[config.mk]
export PLATFORM = sky130hd
export DESIGN_NAME = i2c_register_read_master_core
export DESIGN_NICKNAME = d
export VERILOG_FILES = /design/src/rtl/i2crr_pkg.sv /design/src/rtl/i2c_register_read_master_core.sv /design/src/rtl/i2crr_phase.sv
export SDC_FILE = /design/constraint.sdc
export NUM_CORES = 1
export LEC_CHECK = 0
export BUFFER_PORTS_ARGS = -buffer_cell sky130_fd_sc_hd__buf_2
export CORE_ASPECT_RATIO = 0.5
export CORE_UTILIZATION = 50
export CTS_CLUSTER_DIAMETER = 40
export DETAILED_ROUTE_END_ITERATION = 16
export PLACE_DENSITY = 0.69
export SLEW_MARGIN = 20
export SYNTH_ARGS = -nofsm -noshare
export SYNTH_HDL_FRONTEND = slang
export SYNTH_SLANG_ARGS = --single-unit
[constraint.sdc]
create_clock -name clk -period 10.14 [get_ports clk]
set_clock_uncertainty 0.1 [all_clocks]
set_input_delay 2.535 -clock clk [delete_from_list [all_inputs] [get_ports clk]]
set_output_delay 2.535 -clock clk [all_outputs]
set_load 0.02 [all_outputs]
[src/rtl/i2crr_pkg.sv]
// Shared types and constants for the I2C single-register read master.
// No dependencies; imported by i2crr_phase and i2c_register_read_master_core.
package i2crr_pkg;

  localparam int STEP_W       = 7;
  localparam int PHASE_TICKS_W = 16;
  localparam int CFG_DATA_W   = 16;

  // Register indexes of the configuration port
  localparam logic CFG_DEV_ADDR    = 1'b0;
  localparam logic CFG_PHASE_TICKS = 1'b1;

  localparam logic [7:0] DEV_ADDR_RESET    = 8'hD0;
  localparam logic [15:0] PHASE_TICKS_RESET = 16'd100;
  localparam logic [7:0] READ_BIT          = 8'h01;

  // Sequence steps
  localparam logic [STEP_W-1:0] STEP_IDLE     = 7'd0;
  localparam logic [STEP_W-1:0] STEP_START    = 7'd1;
  localparam logic [STEP_W-1:0] STEP_START_LO = 7'd2;
  localparam logic [STEP_W-1:0] STEP_WR_DEV   = 7'd3;
  localparam logic [STEP_W-1:0] STEP_WR_REG   = 7'd22;
  localparam logic [STEP_W-1:0] STEP_RESTART  = 7'd41;
  localparam logic [STEP_W-1:0] STEP_RESTART_LO = 7'd42;
  localparam logic [STEP_W-1:0] STEP_WR_RD    = 7'd43;
  localparam logic [STEP_W-1:0] STEP_RD_DATA  = 7'd62;
  localparam logic [STEP_W-1:0] STEP_STOP_LO  = 7'd81;
  localparam logic [STEP_W-1:0] STEP_LAST     = 7'd82;
  localparam logic [STEP_W-1:0] BYTE_SPAN     = 7'd18;  // last offset within a byte

  localparam logic [4:0] OFF_ACK_LO  = 5'd16;
  localparam logic [4:0] OFF_RELEASE = 5'd17;

  typedef struct packed {
    logic       start_read;
    logic [7:0] reg_addr;
    logic       sda_in;
  } in_t;

  typedef struct packed {
    logic       scl_level;
    logic       sda_drive;
    logic       busy_res;
    logic       done_res;
    logic [7:0] read_data;
  } out_t;

  typedef struct packed {
    logic       scl;
    logic       sda;
    logic [7:0] shift;
    logic [2:0] bit_idx;
  } line_t;

endpackage

[src/rtl/i2c_register_read_master_core.sv]
// Top level of the I2C single-register read master: sequencer state,
// phase timing, configuration registers and output register.
// Depends on i2crr_pkg and i2crr_phase.
//
// Usage: each input word is one bus tick carrying start_read, reg_addr and the
// sampled sda_in; each accepted word yields exactly one output word with the
// scl/sda levels for that tick, busy, done and the last read byte.
// A start while idle latches reg_addr and runs 82 bus phases (start, device
// write address, register address, repeated start, device read address,
// eight read bits with NACK, stop), each held phase_ticks ticks (0 acts as 1).
// Each output word is registered from its input word. Throughput: one word
// per cycle while the receiver takes words, set by the single output register;
// a new word is taken when the output register is empty or its word is taken
// in the same cycle. When the receiver stalls, the output word holds and
// in_ready drops; no word is lost. Reset idles the sequencer with both lines
// released, clears the stored read byte and loads the default configuration
// (address 0xD0, 100 ticks). Configuration writes take effect on the next tick.
module i2c_register_read_master_core import i2crr_pkg::*; #(
  parameter int PHASE_COUNT_BITS = 16
) (
  input  logic                  clk,
  input  logic                  rst,
  input  logic                  in_valid,
  output logic                  in_ready,
  input  in_t                   in_data,
  output logic                  out_valid,
  input  logic                  out_ready,
  output out_t                  out_data,
  input  logic                  cfg_write,
  input  logic                  cfg_index,
  input  logic [CFG_DATA_W-1:0] cfg_data
);

  localparam int CW = (PHASE_COUNT_BITS > PHASE_TICKS_W) ? PHASE_COUNT_BITS : PHASE_TICKS_W;

  logic [7:0]                  dev_addr;
  logic [PHASE_TICKS_W-1:0]    phase_ticks;
  logic [STEP_W-1:0]           step, step_next;
  logic [PHASE_COUNT_BITS-1:0] cnt, cnt_next;
  line_t                       lines, lines_next;
  logic [7:0]                  latched, latched_next;
  logic [7:0]                  result_byte, result_next;

  logic                        in_fire;
  logic [STEP_W-1:0]           step_a;
  logic [PHASE_COUNT_BITS-1:0] cnt_a, cnt_inc;
  line_t                       lines_a, lines_s, phase_out;
  logic [CW-1:0]               ticks_ext, cmax, limit;
  logic                        hit, busy, done, sample;
  logic                        scl_o, sda_o;

  assign in_ready = !out_valid || out_ready;
  assign in_fire  = in_valid && in_ready;

  assign ticks_ext = CW'(phase_ticks);
  assign cmax      = CW'({PHASE_COUNT_BITS{1'b1}});

  always_comb begin
    limit = (ticks_ext > cmax) ? cmax : ticks_ext;
    if (limit == '0) begin
      limit = CW'(1);
    end
  end

  i2crr_phase u_phase (
    .step     (step_a + 7'd1),
    .dev_addr (dev_addr),
    .reg_byte (latched_next),
    .cur      (lines_s),
    .nxt      (phase_out)
  );

  always_comb begin
    step_a       = step;
    cnt_a        = cnt;
    lines_a      = lines;
    latched_next = latched;
    if (step == STEP_IDLE && in_data.start_read) begin
      latched_next = in_data.reg_addr;
      step_a       = STEP_START;
      cnt_a        = '0;
      lines_a.scl  = 1'b1;
      lines_a.sda  = 1'b1;
    end
    scl_o = lines_a.scl;
    sda_o = lines_a.sda;

    busy    = (step_a != STEP_IDLE);
    cnt_inc = cnt_a + 1'b1;
    hit     = busy && (CW'(cnt_inc) >= limit);
    // read bits sampled at the end of each clock-high phase
    sample  = (step_a >= STEP_RD_DATA + 7'd1) && (step_a <= STEP_RD_DATA + 7'd15) &&
              step_a[0];
    lines_s = lines_a;
    if (sample) begin
      lines_s.shift = {lines_a.shift[6:0], in_data.sda_in};
    end

    step_next   = step_a;
    cnt_next    = cnt_a;
    lines_next  = lines_a;
    result_next = result_byte;
    done        = 1'b0;
    if (busy) begin
      cnt_next = cnt_inc;
      if (hit) begin
        cnt_next = '0;
        if (step_a >= STEP_LAST) begin
          result_next    = lines_s.shift;
          step_next      = STEP_IDLE;
          lines_next     = lines_s;
          lines_next.scl = 1'b1;
          lines_next.sda = 1'b1;
          done           = 1'b1;
        end else begin
          step_next  = step_a + 7'd1;
          lines_next = phase_out;
        end
      end
    end
  end

  always_ff @(posedge clk) begin
    if (rst) begin
      dev_addr    <= DEV_ADDR_RESET;
      phase_ticks <= PHASE_TICKS_RESET;
    end else if (cfg_write) begin
      unique case (cfg_index)
        CFG_DEV_ADDR:    dev_addr    <= cfg_data[7:0];
        CFG_PHASE_TICKS: phase_ticks <= cfg_data[PHASE_TICKS_W-1:0];
        default: ;
      endcase
    end
  end

  always_ff @(posedge clk) begin
    if (rst) begin
      step          <= STEP_IDLE;
      cnt           <= '0;
      lines.scl     <= 1'b1;
      lines.sda     <= 1'b1;
      lines.shift   <= 8'd0;
      lines.bit_idx <= 3'd0;
      latched       <= 8'd0;
      result_byte   <= 8'd0;
      out_valid     <= 1'b0;
    end else begin
      if (in_fire) begin
        step        <= step_next;
        cnt         <= cnt_next;
        lines       <= lines_next;
        latched     <= latched_next;
        result_byte <= result_next;
        out_valid   <= 1'b1;
      end else if (out_ready) begin
        out_valid <= 1'b0;
      end
    end
  end

  always_ff @(posedge clk) begin
    if (in_fire) begin
      out_data.scl_level <= scl_o;
      out_data.sda_drive <= sda_o;
      out_data.busy_res  <= busy;
      out_data.done_res  <= done;
      out_data.read_data <= result_next;
    end
  end

  a_done_busy: assert property (@(posedge clk) disable iff (rst)
    out_valid && out_data.done_res |-> out_data.busy_res)
    else $error("done word without busy");

  a_idle_lines: assert property (@(posedge clk) disable iff (rst)
    step == STEP_IDLE |-> lines.scl && lines.sda)
    else $error("lines not released while idle");

  a_done_idles: assert property (@(posedge clk) disable iff (rst)
    in_fire && done |=> step == STEP_IDLE && cnt == '0)
    else $error("sequencer not idle after stop");

  a_result_hold: assert property (@(posedge clk) disable iff (rst)
    in_fire && !done |=> $stable(result_byte))
    else $error("read byte changed outside done");

  a_stall_hold: assert property (@(posedge clk) disable iff (rst)
    !in_fire |=> $stable(step) && $stable(cnt))
    else $error("sequencer advanced without a word");

endmodule

[src/rtl/i2crr_phase.sv]
// Bus line decoder: line levels and shift state on entry to a sequence step.
// Depends on i2crr_pkg.
module i2crr_phase import i2crr_pkg::*; (
  input  logic [STEP_W-1:0] step,
  input  logic [7:0]        dev_addr,
  input  logic [7:0]        reg_byte,
  input  line_t             cur,
  output line_t             nxt
);

  logic             in_wr_dev, in_wr_reg, in_wr_rd, in_rd, in_wr;
  logic [STEP_W-1:0] base;
  logic [STEP_W-1:0] diff;
  logic [4:0]       off;
  logic [7:0]       wr_byte;

  assign in_wr_dev = (step >= STEP_WR_DEV)  && (step <= STEP_WR_DEV + BYTE_SPAN);
  assign in_wr_reg = (step >= STEP_WR_REG)  && (step <= STEP_WR_REG + BYTE_SPAN);
  assign in_wr_rd  = (step >= STEP_WR_RD)   && (step <= STEP_WR_RD + BYTE_SPAN);
  assign in_rd     = (step >= STEP_RD_DATA) && (step <= STEP_RD_DATA + BYTE_SPAN);
  assign in_wr     = in_wr_dev || in_wr_reg || in_wr_rd;

  always_comb begin
    base    = STEP_RD_DATA;
    wr_byte = dev_addr | READ_BIT;
    if (in_wr_dev) begin
      base    = STEP_WR_DEV;
      wr_byte = dev_addr;
    end else if (in_wr_reg) begin
      base    = STEP_WR_REG;
      wr_byte = reg_byte;
    end else if (in_wr_rd) begin
      base    = STEP_WR_RD;
    end
  end

  assign diff = step - base;
  assign off  = diff[4:0];

  always_comb begin
    nxt = cur;
    if (step == STEP_START || step == STEP_RESTART) begin
      nxt.sda = 1'b1;
      nxt.scl = 1'b1;
    end else if (step == STEP_START_LO || step == STEP_RESTART_LO) begin
      nxt.sda = 1'b0;
    end else if (in_wr) begin
      if (off < OFF_ACK_LO) begin
        if (!off[0]) begin
          if (off == 5'd0) begin
            nxt.shift   = wr_byte;
            nxt.bit_idx = 3'd0;
          end
          nxt.scl = 1'b0;
        end else begin
          nxt.sda     = cur.shift[7];
          nxt.shift   = {cur.shift[6:0], 1'b0};
          nxt.bit_idx = cur.bit_idx + 3'd1;
          nxt.scl     = 1'b1;
        end
      end else if (off == OFF_ACK_LO) begin
        nxt.scl = 1'b0;
      end else if (off == OFF_RELEASE) begin
        nxt.sda = 1'b1;
      end else begin
        nxt.scl = 1'b1;
      end
    end else if (in_rd) begin
      if (off == 5'd0) begin
        nxt.sda     = 1'b1;
        nxt.scl     = 1'b0;
        nxt.shift   = 8'd0;
        nxt.bit_idx = 3'd0;
      end else if (off <= OFF_ACK_LO) begin
        nxt.scl = off[0];
      end else if (off == OFF_RELEASE) begin
        nxt.sda = 1'b1;
      end else begin
        nxt.scl = 1'b1;
      end
    end else if (step == STEP_STOP_LO) begin
      nxt.sda = 1'b0;
      nxt.scl = 1'b1;
    end else if (step == STEP_LAST) begin
      nxt.sda = 1'b1;
    end
  end

endmodule

==> results of run 1 <==
-- logic make-up after synthesis --
logic type / share of synthesized area, %
compound gates: 21.8
flops: 34.0
xor+xnor: 2.43
simple gates: 28.0
fa+ha+maj: 4.85
mux: 3.00
buf+inv: 5.89
-- power by group --
group | leakage (uW) | total, uW | internal (uW) | switching (uW)
Clock | 0.000147 | 334 | 189 | 145
Sequential | 0.000713 | 360 | 355 | 5.70
Combinational | 0.00145 | 67.3 | 21.5 | 45.8
-- metrics by stage --
step                      util, %  area, sq um  power (uW)  hold WS [ns]  instances
after global routing         57.4         5950         792         0.375        857
final                        57.4         5950         762         0.357        858
after global placement       54.4         5650         434         0.341        841
after CTS                    57.4         5950         764         0.358        857
after floorplan                 -         5420         413         0.336        691
after detailed placement     54.4         5650         435         0.348        841
-- cell type report --
type,instances,share of cell area [%]
inverter,34,2.14
antenna,1,0.0420
clock inverter,5,0.651
tap,140,2.94
sequential,86,30.9
clock buffer,11,4.43
multi-input combinational,533,54.7
timing repair buffer,48,4.16
-- per-layer routing --
metal  global-route usage (%)  part of all wire (%)  vias up
met1                     33.8                    49     2335
met4                     7.37                   1.4        0
met3                     5.33                   5.9       20
li1                         -                     -     2522
met2                     39.0                    44      168
met5                        0                     0        -
-- critical path: stages --
cell and delay, ns:
buf_2 0.13, nand3_1 0.33, and2_1 0.25, ha_1 0.25, nand4_1 0.26, nor3_1 0.29
xnor2_1 0.14, nor2_1 0.08, ha_1 0.33, nand4_1 0.19, o41a_1 0.68, nor2_1 0.77
nor2_1 0.13, a311o_1 0.35, o2bb2ai_1 0.13
-- sequential cells by signal (all words and copies together), names as in the netlist --
name and count:
cnt 16, dev_addr 8, latched 8, lines 10, out_data 12, out_valid 1, phase_ticks 16, result_byte 8
step 7
-- worst paths after layout --
kind | slack [ns] | end | depth (start not counted)
worst max register to register | 4.73 | lines[9] | 15
worst max-delay path | 3.45 | lines[9] | 15
worst min-delay path | 0.36 | latched[2] | 2
worst min register to register | 0.36 | latched[2] | 2
-- cell usage in the layout (no fill, tap or decap), drive strengths merged, types with 7 or more instances in the layout --
| cell | synthesis | layout |
|---|---|---|
| nand2 | 111 | 111 |
| a21oi | 74 | 74 |
| dfxtp | 74 | 74 |
| nor2 | 72 | 72 |
| buf | 21 | 48 |
| inv | 34 | 35 |
| o21ai | 35 | 35 |
| nand3 | 30 | 30 |
| ha | 21 | 21 |
| mux2i | 14 | 14 |
| a22oi | 14 | 14 |
| and3 | 13 | 13 |
| nor3 | 13 | 13 |
| edfxtp | 12 | 12 |
| a211oi | 12 | 12 |
| nor4 | 12 | 12 |
| clkbuf | 17 | 11 |
| nand4 | 9 | 9 |
| and2 | 8 | 8 |
| xnor2 | 8 | 8 |
| nor2b | 7 | 7 |
| xor2 | 7 | 7 |
==> impl_metrics.yaml, run 1 <==
status:
  status: "finished, final reports clean"
synth:
  synth_seq_cells: 86
  synthMostInstantiatedCell: "nand2_1"
  synth-warning-count: 0
  synth_nets: 744
  ys_top_cells_by_area: "dfxtp_1 27%, nand2_1 7.6%, a21oi_1 6.8%"
  synth_top_area_share_pct: 27.3
  synth_cell_type_count: 74
  synth_ff_type: "dfxtp_1"
  synthArstFlopShare_pct: 0
  seq_area_frac_synth_pct: 34.0
  synthCells: 691
  synth_common_cells: "109 x nand2_1, 74 x a21oi_1, 74 x dfxtp_1"
  syn_area_sq_um: 5420
  syn_area_per_cell_sq_um: 7.84
  yosysTopAreaCell: "dfxtp_1"
  synth_edf_count: 12
route:
  wl_per_cell_microns: 15.6
  viasPerCell: 5.88
  vias: 5045
  drtPass1Iterations: 5
  wl_microns: 13400
  ant_nets: 0
  drc: 0
  drtIter0Drc: 348
floorplanning:
  initial_core_util_pct: 52.2
  rows: 26
  die-area_sq_um: 11300
  core_sq_um: 10400
  die_h_microns: 75.6
  ios: 46
  dieWidth_microns: 149
worst_hold_path:
  hold_class: "reg2reg"
  hp-start: "latched[2]"
job:
  cap_violations: 0
critical_path:
  critPathKind: "in2reg"
  critPathRequiredTime_ns: 10.31
  end_kind: "flop"
  path_max_fanout: 14
  reg2reg_from: "step[3]"
  arrival_ns: 6.86
  cp-startpoint: "in_data[9]"
  critPathLaunchType: "primary input"
pwr:
  max-vdd-ir-drop_v: 0.0000806
  p_per_area_nw_per_um2: 128
  power_leakage_uw: 0.00231
placed_design:
  numPortBuffers: 45
  pre_cts_ws_ns: 3.14
  place_hpwl_microns: 9510
  place.gp.congestion: 0.925
timing:
  max_freq_mhz: 149
  rsz0062_at_grt: "false"
  hold_viol: 0
  drv_slew: 0
  relSlewSlack_pct: 32.2
  finalCriticalPeriod_ns: 6.69
  setup_tns_ns: 0
  fin_ws_ns: 3.45
  worst_slew_pin_slew_ns: 1.01
  setup_viol: 0
  fin_crit_sh_pct: 66.0
clocking:
  worstSkewPairLatency_ns: 0.35
  cts_buffer_depth: 2
  cts_made_buffers: 9
  cts.htree.levels: 3
  cts_tree: "done"
  ctsHoldBuffers: 0
  clkSinkCount: 86
  post_cts_resized: 0
  root_buffer: "clkbuf_16"
  postCtsSetupBuffers: 0
  path_clk_slew_ns: 0.06
finish:
  multiInputGateArea_sq_um: 3260
  fillers: 945
  ff_latch_area_sq_um: 1840
  drive_above_1_share_pct: 12.4
  nNetsFinal: 765
  areaGrowthSynthToFinish_pct: 9.91
grt:
  grt-ovfl-total: 0
  antenna_found_initial: 0
  grt_pass1_wl_microns: 21600
  grt_max_degree: 78
  grt_pass1_vias: 4336
  grt_use_total_pct: 24.5
Note: power is estimated with default switching activity, not from simulation.
==> run 2: changes to the inputs <==
--- a/config.mk
+++ b/config.mk
@@ -10,7 +10,7 @@
 export CORE_UTILIZATION = 50
 export CTS_CLUSTER_DIAMETER = 40
 export DETAILED_ROUTE_END_ITERATION = 16
-export PLACE_DENSITY = 0.69
+export PLACE_DENSITY = 0.71
 export SLEW_MARGIN = 20
 export SYNTH_ARGS = -nofsm -noshare
 export SYNTH_HDL_FRONTEND = slang
==> constraint.sdc (replaced) <==
create_clock -name clk -period 5.85 [get_ports clk]
set_clock_uncertainty 0.1 [all_clocks]
set_input_delay 1.4625 -clock clk [delete_from_list [all_inputs] [get_ports clk]]
set_output_delay 1.4625 -clock clk [all_outputs]
set_load 0.02 [all_outputs]
==> run 2 against run 1 <==
Net effect:
- non-clock buffer count up 6
- via count up 1.3%
- utilization up 0.42 points
- setup slack worse by 2.8 ns
- sequential power up 74%
- global-route usage up 0.20 points
- critical path type unchanged
- largest cell class unchanged
==> impl_metrics.yaml, run 2 (synthesis gave the netlist of run 1 again) <==
finish:
  nNetsFinal: 771
  multiInputGateArea_sq_um: 3260
  fillers: 987
  final_area_sq_um: 6000
  utilization_pct: 57.8
  final_cell_mix: "109 x nand2_1, 74 x a21oi_1, 74 x dfxtp_1"
  reg_top3: "cnt: 16 flops, phase_ticks: 16 flops, out_data: 12 flops"
  ff_latch_area_sq_um: 1840
  areaGrowthSynthToFinish_pct: 10.7
  final_common_cell: "nand2_1"
  drive_above_1_share_pct: 13.0
  antennaDiodeCount: 0
critical_path:
  crit_path_end: "lines[5]"
  critPathKind: "in2reg"
  end_kind: "flop"
  critPathTopFamily: "simple AND/OR/NAND/NOR gates"
  arrival_ns: 5.33
  cp-startpoint: "in_data[9]"
  crit_path_max_incr_delay_ns: 0.61
  path_max_fanout: 9
  r2r_end: "lines[5]"
  crit_cells: 15
  crit_path_top_delay_cell: "o41a_1"
  reg2reg_from: "step[1]"
  path_cells: "buf_2, nand3_1, and2_1, ha_1, nand4_1, or3_1, a21oi_1, ha_1, nand4_1, o41a_1, buf_4, nor3_1, nand3_1, a32oi_1, o21ai_1"
  reg2reg_depth: 15
  cp.buffers_inverters: 2
  ff2ff_setup_slack_ns: 0.85
  critPathLaunchType: "primary input"
  critPathRequiredTime_ns: 5.98
floorplanning:
  core_sq_um: 10400
  die_h_microns: 75.6
  dieWidth_microns: 149
  rows: 26
  die-area_sq_um: 11300
  initial_core_util_pct: 52.2
  ios: 46
clocking:
  path_clk_slew_ns: 0.07
  worstSkewPairLatency_ns: 0.34
  cts_made_buffers: 9
  post_cts_resized: 0
  cts_buffer_depth: 2
  postCtsSetupBuffers: 0
  clkSinkCount: 86
  root_buffer: "clkbuf_16"
  ctsHoldBuffers: 0
  cts.htree.levels: 3
  cts_tree: "done"
route:
  wl_microns: 13600
  vias: 5110
  drtIter0Drc: 474
  drtPass1Iterations: 5
  ant_nets: 0
  drc: 0
  viasPerCell: 5.92
  wl_per_cell_microns: 15.8
timing:
  fin_crit_sh_pct: 89.1
  hold_viol: 0
  fin_ws_ns: 0.640
  setup_tns_ns: 0
  max_freq_mhz: 192
  relSlewSlack_pct: 34.4
  finalCriticalPeriod_ns: 5.21
  rsz0062_at_grt: "false"
  drv_slew: 0
  setup_viol: 0
  worst_slew_pin_slew_ns: 0.980
pwr:
  power_uw: 1330
  power_leakage_uw: 0.00234
  max-vdd-ir-drop_v: 0.000141
  p_per_area_nw_per_um2: 222
grt:
  antenna_found_initial: 0
  grt_use_total_pct: 24.7
  grt_pass1_wl_microns: 21900
  grt-ovfl-total: 0
  grt_pass1_vias: 4499
  grt_max_degree: 40
placed_design:
  numPortBuffers: 45
  place_hpwl_microns: 9570
  place.gp.congestion: 0.895
  pre_cts_ws_ns: 0.392
  placed_cell_area_sq_um: 5690
worst_hold_path:
  hold_depth: 2
  hold_class: "reg2reg"
job:
  cap_violations: 0
status:
  status: "finished, final reports clean"
## run 2: changes by cell type in the layout (fill, tap and decap cells not counted), sizes merged
| cell | previous run | this run |
|---|---|---|
| clkbuf | 11 | 13 |
| buf | 48 | 54 |
| inv | 35 | 36 |
| diode | 1 | 0 |
| clkinv | 3 | 0 |
## run 2: how the worst min path moves through the flow
| stage | endpoint | startpoint |
|---|---|---|
| 2_1_floorplan | latched[1] | latched[1] |
| 3_3_place_gp | latched[4] | latched[4] |
| 5_1_grt | latched[5] | latched[5] |
| 3_5_place_dp | latched[5] | latched[5] |
| 6_report | latched[5] | latched[5] |
| 4_1_cts | latched[5] | latched[5] |
## run 2: power by group
group	leakage (uW)	internal [uW]	switching [uW]
Combinational	0.00148	38.4	80.9
Clock	0.000148	339	249
Sequential	0.000713	615	10.3
Total	0.00234	992	340
## run 2: through the flow
step,hold WS [ns],cells
6_report,0.355,863
5_1_grt,0.379,863
4_1_cts,0.356,863
3_5_place_dp,0.348,847
3_3_place_gp,0.341,847
2_1_floorplan,0.336,691
## run 2: per-layer routing
layer / GRT usage [%] / routed length, microns / up-vias
met2: 39.8 / 6120 / 173
met1: 34.2 / 6510 / 2388
li1: - / - / 2533
met3: 4.97 / 825 / 16
met5: 0 / 0 / -
met4: 6.80 / 143 / 0
## run 2: worst reg2reg max path: cells and delay by family, from the launching register on
| kind | cells | cell delay (ns) |
|---|---|---|
| compound gates | 4 | 1.10 |
| fa+ha+maj | 2 | 0.45 |
| buf+inv | 1 | 0.22 |
| flops | 1 | 0.80 |
| simple gates | 8 | 2.21 |
## run 2: final cells by class
| class | count | area share, % |
|---|---|---|
| multi-input cells | 533 | 54.3 |
| flip-flops and latches | 86 | 30.7 |
| repair buffers | 54 | 4.88 |
| clock buffers | 13 | 4.69 |
| well taps | 140 | 2.92 |
| inverters | 34 | 2.13 |
| clock inverters | 3 | 0.375 |
